### config.mk
export PLATFORM = sky130hd
export DESIGN_NAME = sv32_page_table_walker
export DESIGN_NICKNAME = d
export VERILOG_FILES = /design/src/design/sv32ptw_pkg.sv /design/src/design/sv32ptw_eval.sv /design/src/design/sv32_page_table_walker.sv
export SDC_FILE = /design/constraint.sdc
export NUM_CORES = 1
export LEC_CHECK = 0
export BUFFER_PORTS_ARGS = -buffer_cell sky130_fd_sc_hd__buf_2
export CAP_MARGIN = 20
export CORE_UTILIZATION = 56
export CTS_CLUSTER_SIZE = 14
export DETAILED_ROUTE_END_ITERATION = 10
export MAX_ROUTING_LAYER = met4
export PLACE_DENSITY = 0.93
export SLEW_MARGIN = 20
export SYNTH_ARGS = -nofsm -noshare
export SYNTH_HDL_FRONTEND = slang
export SYNTH_SLANG_ARGS = --single-unit
### constraint.sdc
create_clock -name i_clk -period 7.24 [get_ports i_clk]
set_input_delay 1.086 -clock i_clk [delete_from_list [all_inputs] [get_ports i_clk]]
set_output_delay 1.086 -clock i_clk [all_outputs]
set_load 0.05 [all_outputs]
### src/design/sv32ptw_pkg.sv
// Shared types and constants for the Sv32 page table walker.
// No dependencies; imported by sv32ptw_eval and sv32_page_table_walker.
`timescale 1ns / 1ps

package sv32ptw_pkg;

    // Input item selector carried on the slave-side tuser.
    localparam logic ACT_REQUEST = 1'b0;
    localparam logic ACT_ENTRY   = 1'b1;

    // Access kinds of a translation request.
    localparam logic [1:0] ACC_READ  = 2'd0;
    localparam logic [1:0] ACC_WRITE = 2'd1;
    localparam logic [1:0] ACC_EXEC  = 2'd2;

    // Fault classes.
    localparam logic FLT_ACCESS = 1'b0;
    localparam logic FLT_PAGE   = 1'b1;

    // XWR encodings of a table entry with special meaning.
    localparam logic [2:0] XWR_POINTER     = 3'b000;
    localparam logic [2:0] XWR_RESERVED_W  = 3'b010;
    localparam logic [2:0] XWR_RESERVED_WX = 3'b110;

    // Result kinds carried on the master-side tuser.
    typedef enum logic [1:0] {
        KIND_READ  = 2'd0,
        KIND_DONE  = 2'd1,
        KIND_FAULT = 2'd2
    } t_kind;

    typedef struct packed {
        logic        action;
        logic [31:0] virtual_address;
        logic [1:0]  access_kind;
        logic [31:0] table_entry;
        logic        bus_ok;
    } t_item;

    typedef struct packed {
        t_kind       kind;
        logic [31:0] read_address;
        logic [31:0] physical_address;
        logic        fault_kind;
        logic [1:0]  fault_access;
        logic [31:0] fault_value;
    } t_result;

    typedef struct packed {
        logic        busy;
        logic        level;
        logic [31:0] pending_address;
        logic [1:0]  pending_kind;
        logic [19:0] base_ppn;
    } t_walk_state;

endpackage

### src/design/sv32ptw_eval.sv
// Single-step evaluation of one walker item against the current walk state.
// Depends on sv32ptw_pkg for the item, result and state types.
`timescale 1ns / 1ps

module sv32ptw_eval import sv32ptw_pkg::*; (
    input  t_walk_state i_state,
    input  t_item       i_item,
    input  logic [19:0] i_root_ppn,
    output t_walk_state o_state,
    output logic        o_res_valid,
    output t_result     o_res
);

    logic [2:0] xwr;
    logic [2:0] need;
    logic       bad_entry;
    logic       misaligned;

    assign xwr        = i_item.table_entry[3:1];
    assign bad_entry  = !i_item.table_entry[0] || (xwr == XWR_RESERVED_W)
                        || (xwr == XWR_RESERVED_WX);
    assign misaligned = i_state.level && (i_item.table_entry[19:10] != 10'd0);

    always_comb begin
        case (i_state.pending_kind)
            ACC_READ:  need = 3'b001;
            ACC_WRITE: need = 3'b010;
            ACC_EXEC:  need = 3'b100;
            default:   need = 3'b000;
        endcase
    end

    always_comb begin
        o_state     = i_state;
        o_res       = '0;
        o_res_valid = 1'b0;
        if (i_item.action == ACT_REQUEST) begin
            o_state.pending_address = i_item.virtual_address;
            o_state.pending_kind    = i_item.access_kind;
            o_state.base_ppn        = i_root_ppn;
            o_state.level           = 1'b1;
            o_state.busy            = 1'b1;
            o_res_valid             = 1'b1;
            o_res.kind              = KIND_READ;
            o_res.read_address      = {i_root_ppn, i_item.virtual_address[31:22], 2'b00};
        end else if (i_state.busy) begin
            o_res_valid = 1'b1;
            // Fault fields are filled in by default; a successful outcome overwrites them.
            o_res.kind         = KIND_FAULT;
            o_res.fault_access = i_state.pending_kind;
            o_res.fault_value  = i_state.pending_address;
            o_res.fault_kind   = FLT_PAGE;
            o_state.busy       = 1'b0;
            o_state.level      = 1'b1;
            if (!i_item.bus_ok) begin
                o_res.fault_kind = FLT_ACCESS;
            end else if (bad_entry) begin
                o_res.fault_kind = FLT_PAGE;
            end else if (xwr == XWR_POINTER) begin
                if (i_state.level) begin
                    o_res              = '0;
                    o_res.kind         = KIND_READ;
                    o_res.read_address = {i_item.table_entry[29:10],
                                          i_state.pending_address[21:12], 2'b00};
                    o_state.busy       = 1'b1;
                    o_state.level      = 1'b0;
                    o_state.base_ppn   = i_item.table_entry[29:10];
                end
            end else if (((need & xwr) != 3'b000) && !misaligned) begin
                o_res      = '0;
                o_res.kind = KIND_DONE;
                if (i_state.level) begin
                    o_res.physical_address = {i_item.table_entry[29:20],
                                              i_state.pending_address[21:0]};
                end else begin
                    o_res.physical_address = {i_item.table_entry[29:10],
                                              i_state.pending_address[11:0]};
                end
            end
        end
    end

endmodule

### src/design/sv32_page_table_walker.sv
// Sv32 page table walker top level: input register, step logic, result register.
// Depends on sv32ptw_pkg and sv32ptw_eval.
// Throughput: one beat per cycle while the master side does not stall, set by the
// single register-to-register step stage.
// Reset (synchronous, active low) idles the walk, empties both stages, clears the root.
`timescale 1ns / 1ps

module sv32_page_table_walker import sv32ptw_pkg::*; (
    input  logic         i_clk,
    input  logic         i_rst_n,
    // Configuration write channel: root page number of the table.
    input  logic         i_cfg_valid,
    output logic         o_cfg_ready,
    input  logic [19:0]  i_cfg_data,
    // Slave side.
    input  logic         i_s_axis_tvalid,
    output logic         o_s_axis_tready,
    // tdata fields from bit 0: virtual_address[31:0], access_kind[33:32],
    // table_entry[65:34], zero pad [71:66].
    input  logic [71:0]  i_s_axis_tdata,
    // tuser fields from bit 0: action[0], bus_ok[1].
    input  logic [1:0]   i_s_axis_tuser,
    // Master side.
    output logic         o_m_axis_tvalid,
    input  logic         i_m_axis_tready,
    // tdata fields from bit 0: read_address[31:0], physical_address[63:32],
    // fault_kind[64], fault_access[66:65], fault_value[98:67], zero pad [103:99].
    output logic [103:0] o_m_axis_tdata,
    // tuser fields from bit 0: kind[1:0].
    output logic [1:0]   o_m_axis_tuser
);

    // Root page number register. The user must write it only while the walker is idle;
    // the block itself does not enforce this. The port is always ready.
    logic [19:0] r_root_ppn;

    assign o_cfg_ready = 1'b1;

    always_ff @(posedge i_clk) begin
        if (!i_rst_n) begin
            r_root_ppn <= '0;
        end else if (i_cfg_valid) begin
            r_root_ppn <= i_cfg_data;
        end
    end

    // Input register stage. The stage advances whenever the result register
    // is free or is being drained this cycle, so a stalled master only holds
    // back the pipeline, never drops or repeats a beat.
    logic        r_in_valid;
    t_item       r_in;
    logic        advance;
    logic        in_beat;

    assign advance         = !o_m_axis_tvalid || i_m_axis_tready;
    assign o_s_axis_tready = !r_in_valid || advance;
    assign in_beat         = i_s_axis_tvalid && o_s_axis_tready;

    always_ff @(posedge i_clk) begin
        if (!i_rst_n) begin
            r_in_valid <= 1'b0;
        end else if (o_s_axis_tready) begin
            r_in_valid <= i_s_axis_tvalid;
        end
    end

    always_ff @(posedge i_clk) begin
        if (in_beat) begin
            r_in.action          <= i_s_axis_tuser[0];
            r_in.virtual_address <= i_s_axis_tdata[31:0];
            r_in.access_kind     <= i_s_axis_tdata[33:32];
            r_in.table_entry     <= i_s_axis_tdata[65:34];
            r_in.bus_ok          <= i_s_axis_tuser[1];
        end
    end

    // Walk state and the step logic. The state only moves when the item in
    // the input register is consumed, which keeps beats strictly in order.
    t_walk_state r_state;
    t_walk_state n_state;
    logic        n_res_valid;
    t_result     n_res;
    logic        step;

    assign step = r_in_valid && advance;

    sv32ptw_eval u_eval (
        .i_state     (r_state),
        .i_item      (r_in),
        .i_root_ppn  (r_root_ppn),
        .o_state     (n_state),
        .o_res_valid (n_res_valid),
        .o_res       (n_res)
    );

    always_ff @(posedge i_clk) begin
        if (!i_rst_n) begin
            r_state.busy  <= 1'b0;
            r_state.level <= 1'b1;
        end else if (step) begin
            r_state.busy  <= n_state.busy;
            r_state.level <= n_state.level;
        end
    end

    always_ff @(posedge i_clk) begin
        if (step) begin
            r_state.pending_address <= n_state.pending_address;
            r_state.pending_kind    <= n_state.pending_kind;
            r_state.base_ppn        <= n_state.base_ppn;
        end
    end

    // Result register. An entry beat that arrives with no walk in flight
    // produces nothing and simply leaves the register empty.
    logic    r_out_valid;
    t_result r_out;

    always_ff @(posedge i_clk) begin
        if (!i_rst_n) begin
            r_out_valid <= 1'b0;
        end else if (advance) begin
            r_out_valid <= step && n_res_valid;
        end
    end

    always_ff @(posedge i_clk) begin
        if (step && n_res_valid) begin
            r_out <= n_res;
        end
    end

    assign o_m_axis_tvalid = r_out_valid;
    assign o_m_axis_tuser  = r_out.kind;
    assign o_m_axis_tdata  = {5'd0, r_out.fault_value, r_out.fault_access,
                              r_out.fault_kind, r_out.physical_address,
                              r_out.read_address};

endmodule

==> After elaboration in Yosys (flattened, before gate mapping) <==
Cells that the tools add are included.
{ "totals": {"ram_bits": 0, "latch_bits": 0, "elab_cells": 72, "out_inout_bits": 109, "mem_count": 0, "reg_bits": 225, "inputBits": 99, "romBits": 0} }
{ "classes": {"reduce_logical": 22, "n_lt_le_gt_ge": 0, "shift": 0, "addsub": 0, "mux": 21, "div_mod_pow": 0, "bitwise": 4, "n_eq_ne": 5, "mul": 0} }
{ "op_table": {"columns": ["cell", "count"], "rows": [
  ["2-to-1 mux 101 bit", 3],
  ["2-to-1 mux 66 bit", 2],
  ["2-to-1 mux 99 bit", 1],
  ["2-to-1 mux 34 bit", 2],
  ["2-to-1 mux 32 bit", 1],
  ["2-to-1 mux 22 bit", 1],
  ["2-to-1 mux 2 bit", 6],
  ["nonzero test 10 bit", 1],
  ["case mux 3 bit (3 select lines)", 1],
  ["AND reduction 2 bit", 3],
  ["logical AND 1 bit", 5],
  ["logical NOT 1 bit", 4],
  ["logical OR 1 bit", 4],
  ["2-to-1 mux 1 bit", 4],
  ["OR reduction 4 bit", 1],
  ["bitwise AND 3 bit", 1],
  ["== test 3 x 2 -> 1 bit (second input constant)", 1],
  ["== test 3 bit (second input constant)", 1],
  ["logical NOT 3 bit", 1],
  ["NOT 1 bit", 3],
  ["AND reduction 3 bit", 1],
  ["nonzero test 3 bit", 1],
  ["== test 2 x 1 -> 1 bit (second input constant)", 1],
  ["== test 2 bit (second input constant)", 1],
  ["other kinds (2)", 2]
]} }

==> Depth between registers and ports, before layout <==
{ "depth": {"depth_word": 11, "depth_mapped": 7, "ltp_nobuf": 4} }

==> By module <==
From an unflattened synthesis, not the netlist that was laid out.
{ "hier_totals": {"cells_unflattened": 596, "hier_area_um2": 9648.0} }
{ "by_module_without_submodules": {"columns": ["module", "area_per_inst_um2", "cells_each", "seq_area_each_um2", "instances"], "rows": [
  ["sv32_page_table_walker", 7691.1, 316, 7176.9, 1],
  ["sv32ptw_eval", 1956.9, 280, 0.0, 1]
]} }

==> Worst setup path after synthesis <==
Ideal clock, no wire load.
{ "synth_path": {"path_type": "input port to flip-flop", "startpoint": "input i_m_axis_tready", "endpoint": "register r_out (netlist bit o_m_axis_tdata[10]) (enable)", "setup_time_ns": 0.471, "path_buffers": 0, "path_slack_ns": 3.181, "stages": 2, "required_time_ns": 6.769, "arrival_time_ns": 3.588, "path_cell_list": "nand2b_1 and3_1"} }
{ "synth_between": {"elab_chain_len": 3} }
{ "synth_lines": {"columns": ["item", "line_no", "text"], "rows": [
  ["start, declared", "sv32_page_table_walker.sv:25", "input logic i_m_axis_tready,"],
  ["logical OR 1 bit", "sv32_page_table_walker.sv:55", "assign advance = !o_m_axis_tvalid || i_m_axis_tready;"],
  ["logical AND 1 bit", "sv32_page_table_walker.sv:85", "assign step = r_in_valid && advance;"],
  ["logical AND 1 bit", "sv32_page_table_walker.sv:128", "if (step && n_res_valid) begin"],
  ["end signal, assigned", "sv32_page_table_walker.sv:129", "r_out <= n_res;"],
  ["end, declared", "sv32_page_table_walker.sv:117", "t_result r_out;"]
]} }
Every way passes these cells.
A chain may end at the register's enable or synchronous reset.

==> impl_metrics.csv <==
group,metric,value,unit
outcome,outcome,"finished, final reports clean",
flow_run,drv_cap,0,
setup_path,endpoint_kind,"register",
sta,hold_violations,0,
grt,grt_usage,22.3,%
grt,grt_max_degree,83,
place,dp_hpwl,10800,µm
synthesis,syn_avg_cell_area,16.1,µm²
route,remaining_drc_errors,0,
setup_path,cp.arrival,3200,ps
cells_and_area,area_growth,20.5,%
grt,antenna_found_initial,0,
synthesis,synth.area.top_cells,"edfxtp_1 (72%), dfxtp_1 (6.0%), nor3b_1 (3.3%)",
sta,drv_slew,0,
synthesis,synth.cell_area,8010,µm²
floorplan,dieArea,14800,µm²
floorplan,die_w,122,µm
power,power.density,272,nW/µm²
cells_and_area,nets,781,
floorplan,core,13900,µm²
route,viasPerCell,5.37,
clock_tree,clockBufferDepth,3,
setup_path,required,7520,ps
cells_and_area,n_antenna_cell,0,
clock_tree,holdBufCountCts,0,
clock_tree,cts-buffers-inserted,21,
sta,setup_viol,0,
floorplan,initial_core_util,57.5,%
grt,gr-total-overflow,0,
sta,worst_pin_slew,1090,ps
place,io_buffer_count,185,
sta,period_needed,2920,ps
cells_and_area,instances_no_fill,875,
clock_tree,insertion_delay,490,ps
synthesis,synth_top_area_share,72.3,%
floorplan,die_y,122,µm
setup_path,crit_path_start_kind,"register",
route,postRouteAntennaNets,0,
clock_tree,cts_num_sinks,217,
setup_path,critPathKind,"register to register",
hold_path,hp-start,"r_in[48]$_DFFE_PP_",
clock_tree,ctsResizeCount,0,
cells_and_area,final_util,69.3,%
clock_tree,cts_tree,"yes",
clock_tree,htree_levels,1,
hold_path,hold_depth,0,
setup_path,crit_fanout,36,
power,ir_drop,209,µV
sta,rsz0062_at_grt,"false",
sta,slew-limit-headroom,27.6,%
synthesis,synth_fa_ha_area_share,0,%
place,gp_congestion,0.806,
place,place_inst,839,
synthesis,synth_cell_type_count,31,
synthesis,ys_ff_latch,217,
route,drt_iter0_drc,334,
synthesis,synth_cells,498,
setup_path,rr_startpoint,"r_in[67]$_DFFE_PP_",
clock_tree,post-cts-setup-buffers,0,
cells_and_area,final.fill_count,901,
hold_path,min_path_type,"register to register",
synthesis,muxShareOfSynthArea,3.90,%
grt,grt_pass1_wl,23900,µm
synthesis,yosys.area.top_type,"edfxtp_1",
route,drtPass1Iterations,5,
sta,max_freq,0.342,GHz
route,vias,4701,
route,wl,16300,µm
clock_tree,root_buffer,"clkbuf_16",
floorplan,rows,43,
sta,finClkSkew,12.2,ps
synthesis,synthXorXnorAreaFrac,0,%
synthesis,ys_seq_area_share,78.3,%
route,wl_per_cell,18.6,µm
cells_and_area,drive_above_1_share,34.0,%
synthesis,synth_top_family_by_area,"simple AND/OR/NAND/NOR gates",
grt,grt_pass1_vias,4636,
setup_path,startpoint,"r_in[67]$_DFFE_PP_",
synthesis,synth-compound-area-share,2.84,%
synthesis,yosysWarnings,0,
sta,fin_tns_setup,0,ps
sta,finalCritPeriodShare,40.3,%
clock_tree,clk_pin_slew_worst_paths,60,ps
setup_path,r2r_cells,5,
power,leakage,3.72,nW
floorplan,io_pins,208,
synthesis,synth-simple-area-share,10.8,%
[synth_stat cells]
| library cell | instances |
|---|---|
| and2_1 | 3 |
| o41ai_4 | 1 |
| o311a_1 | 1 |
| nor3_1 | 1 |
| nand2_1 | 37 |
| edfxtp_1 | 193 |
| dfxtp_1 | 24 |
| nor2_1 | 4 |
| or4_4 | 1 |
| or4_1 | 1 |
| and3_2 | 2 |
| buf_6 | 6 |
| conb_1 | 2 |
| nor3b_1 | 35 |
| inv_1 | 30 |
| nand3_1 | 3 |
| clkbuf_1 | 20 |
| nand4_1 | 1 |
| o211a_1 | 1 |
| o311a_2 | 1 |
| o21a_1 | 1 |
| o22ai_1 | 1 |
| a21oi_1 | 1 |
| nor2b_1 | 23 |
| mux2i_1 | 20 |
| and3_1 | 33 |
| mux2_2 | 10 |
| nor4b_1 | 1 |
| buf_4 | 9 |
| o21ai_0 | 30 |
| nand2b_1 | 2 |
[path summary, 6_finish.rpt]
| kind | end | slack (ps) |
|---|---|---|
| worst max-delay path | o_m_axis_tdata[9]$_DFFE_PP_ | 4320 |
| worst max register to register | o_m_axis_tdata[9]$_DFFE_PP_ | 4320 |
| worst min register to register | r_state[35]$_DFFE_PP_ | 410 |
| worst min-delay path | r_state[35]$_DFFE_PP_ | 410 |
[cells by family (layout without fill, tap and decap cells)]
group	Yosys count	count (layout)
muxes	30	30
AOI/OAI and AO/OA	37	37
buffers and inverters	65	256
other	2	8
DFF	217	217
and+or+nand+nor	147	147
[flip-flops by register name, indices dropped and copies added (netlist names)]
name             count
o_m_axis_tdata      97
r_state             36
r_in_valid           1
o_m_axis_tuser       2
o_m_axis_tvalid      1
r_root_ppn          20
r_in                60
[through the flow]
stage               power, mW  cell area (µm²)  worst slack, ps  hold WS, ps
floorplan                1.60             8040             3180          400
global placement         1.65             9030             4220          400
detailed placement       1.66             9030             4050          405
CTS                      2.64             9650             3940          409
global route             2.70             9650             4200          420
finish                   2.62             9650             4320          408
[area by class of cell]
class | count | area, µm² | share of cell area (%)
sequential | 217 | 6280 | 65.0
multi-input combinational | 222 | 1450 | 15.0
timing repair buffer | 190 | 963 | 9.98
clock buffer | 29 | 576 | 5.96
tap | 180 | 225 | 2.33
inverter | 30 | 113 | 1.17
clock inverter | 7 | 47.5 | 0.493
[layout by cell type (no fill, tap or decap), drive strengths merged, types with 2 or more instances in the layout]
master    n
nor2b    23
and3     35
buf     190
mux2     10
conb      8
edfxtp  193
o311a     2
inv      32
dfxtp    24
nand2    37
clkbuf   29
nor3b    35
and2      3
mux2i    20
nand3     3
nand2b    2
nor2      4
clkinv    5
or4       2
o21ai    30
[where the power goes]
part | leakage [nW] | internal (mW) | switching [mW] | total [mW]
Sequential | 1.97 | 1.42 | 0.0235 | 1.44
Clock | 0.305 | 0.558 | 0.434 | 0.992
Combinational | 1.44 | 0.0481 | 0.140 | 0.188
Total | 3.72 | 2.03 | 0.597 | 2.62
[worst max-delay path, cell delays in order, from the launching register on]
cell and delay (ps):
edfxtp_1 340, buf_4 340, and3_1 950, and3_2 730
nand2_1 150, o21ai_0 160
[metal layers]
| metal | vias up | GRT usage, % | wire [µm] |
|---|---|---|---|
| li1 | 2166 | - | - |
| met1 | 2262 | 26.9 | 6270 |
| met2 | 240 | 38.9 | 8560 |
| met3 | 33 | 4.07 | 1130 |
| met4 | 0 | 5.71 | 291 |
| met5 | - | - | 0 |
No activity file was read; power rests on OpenSTA's default activity.
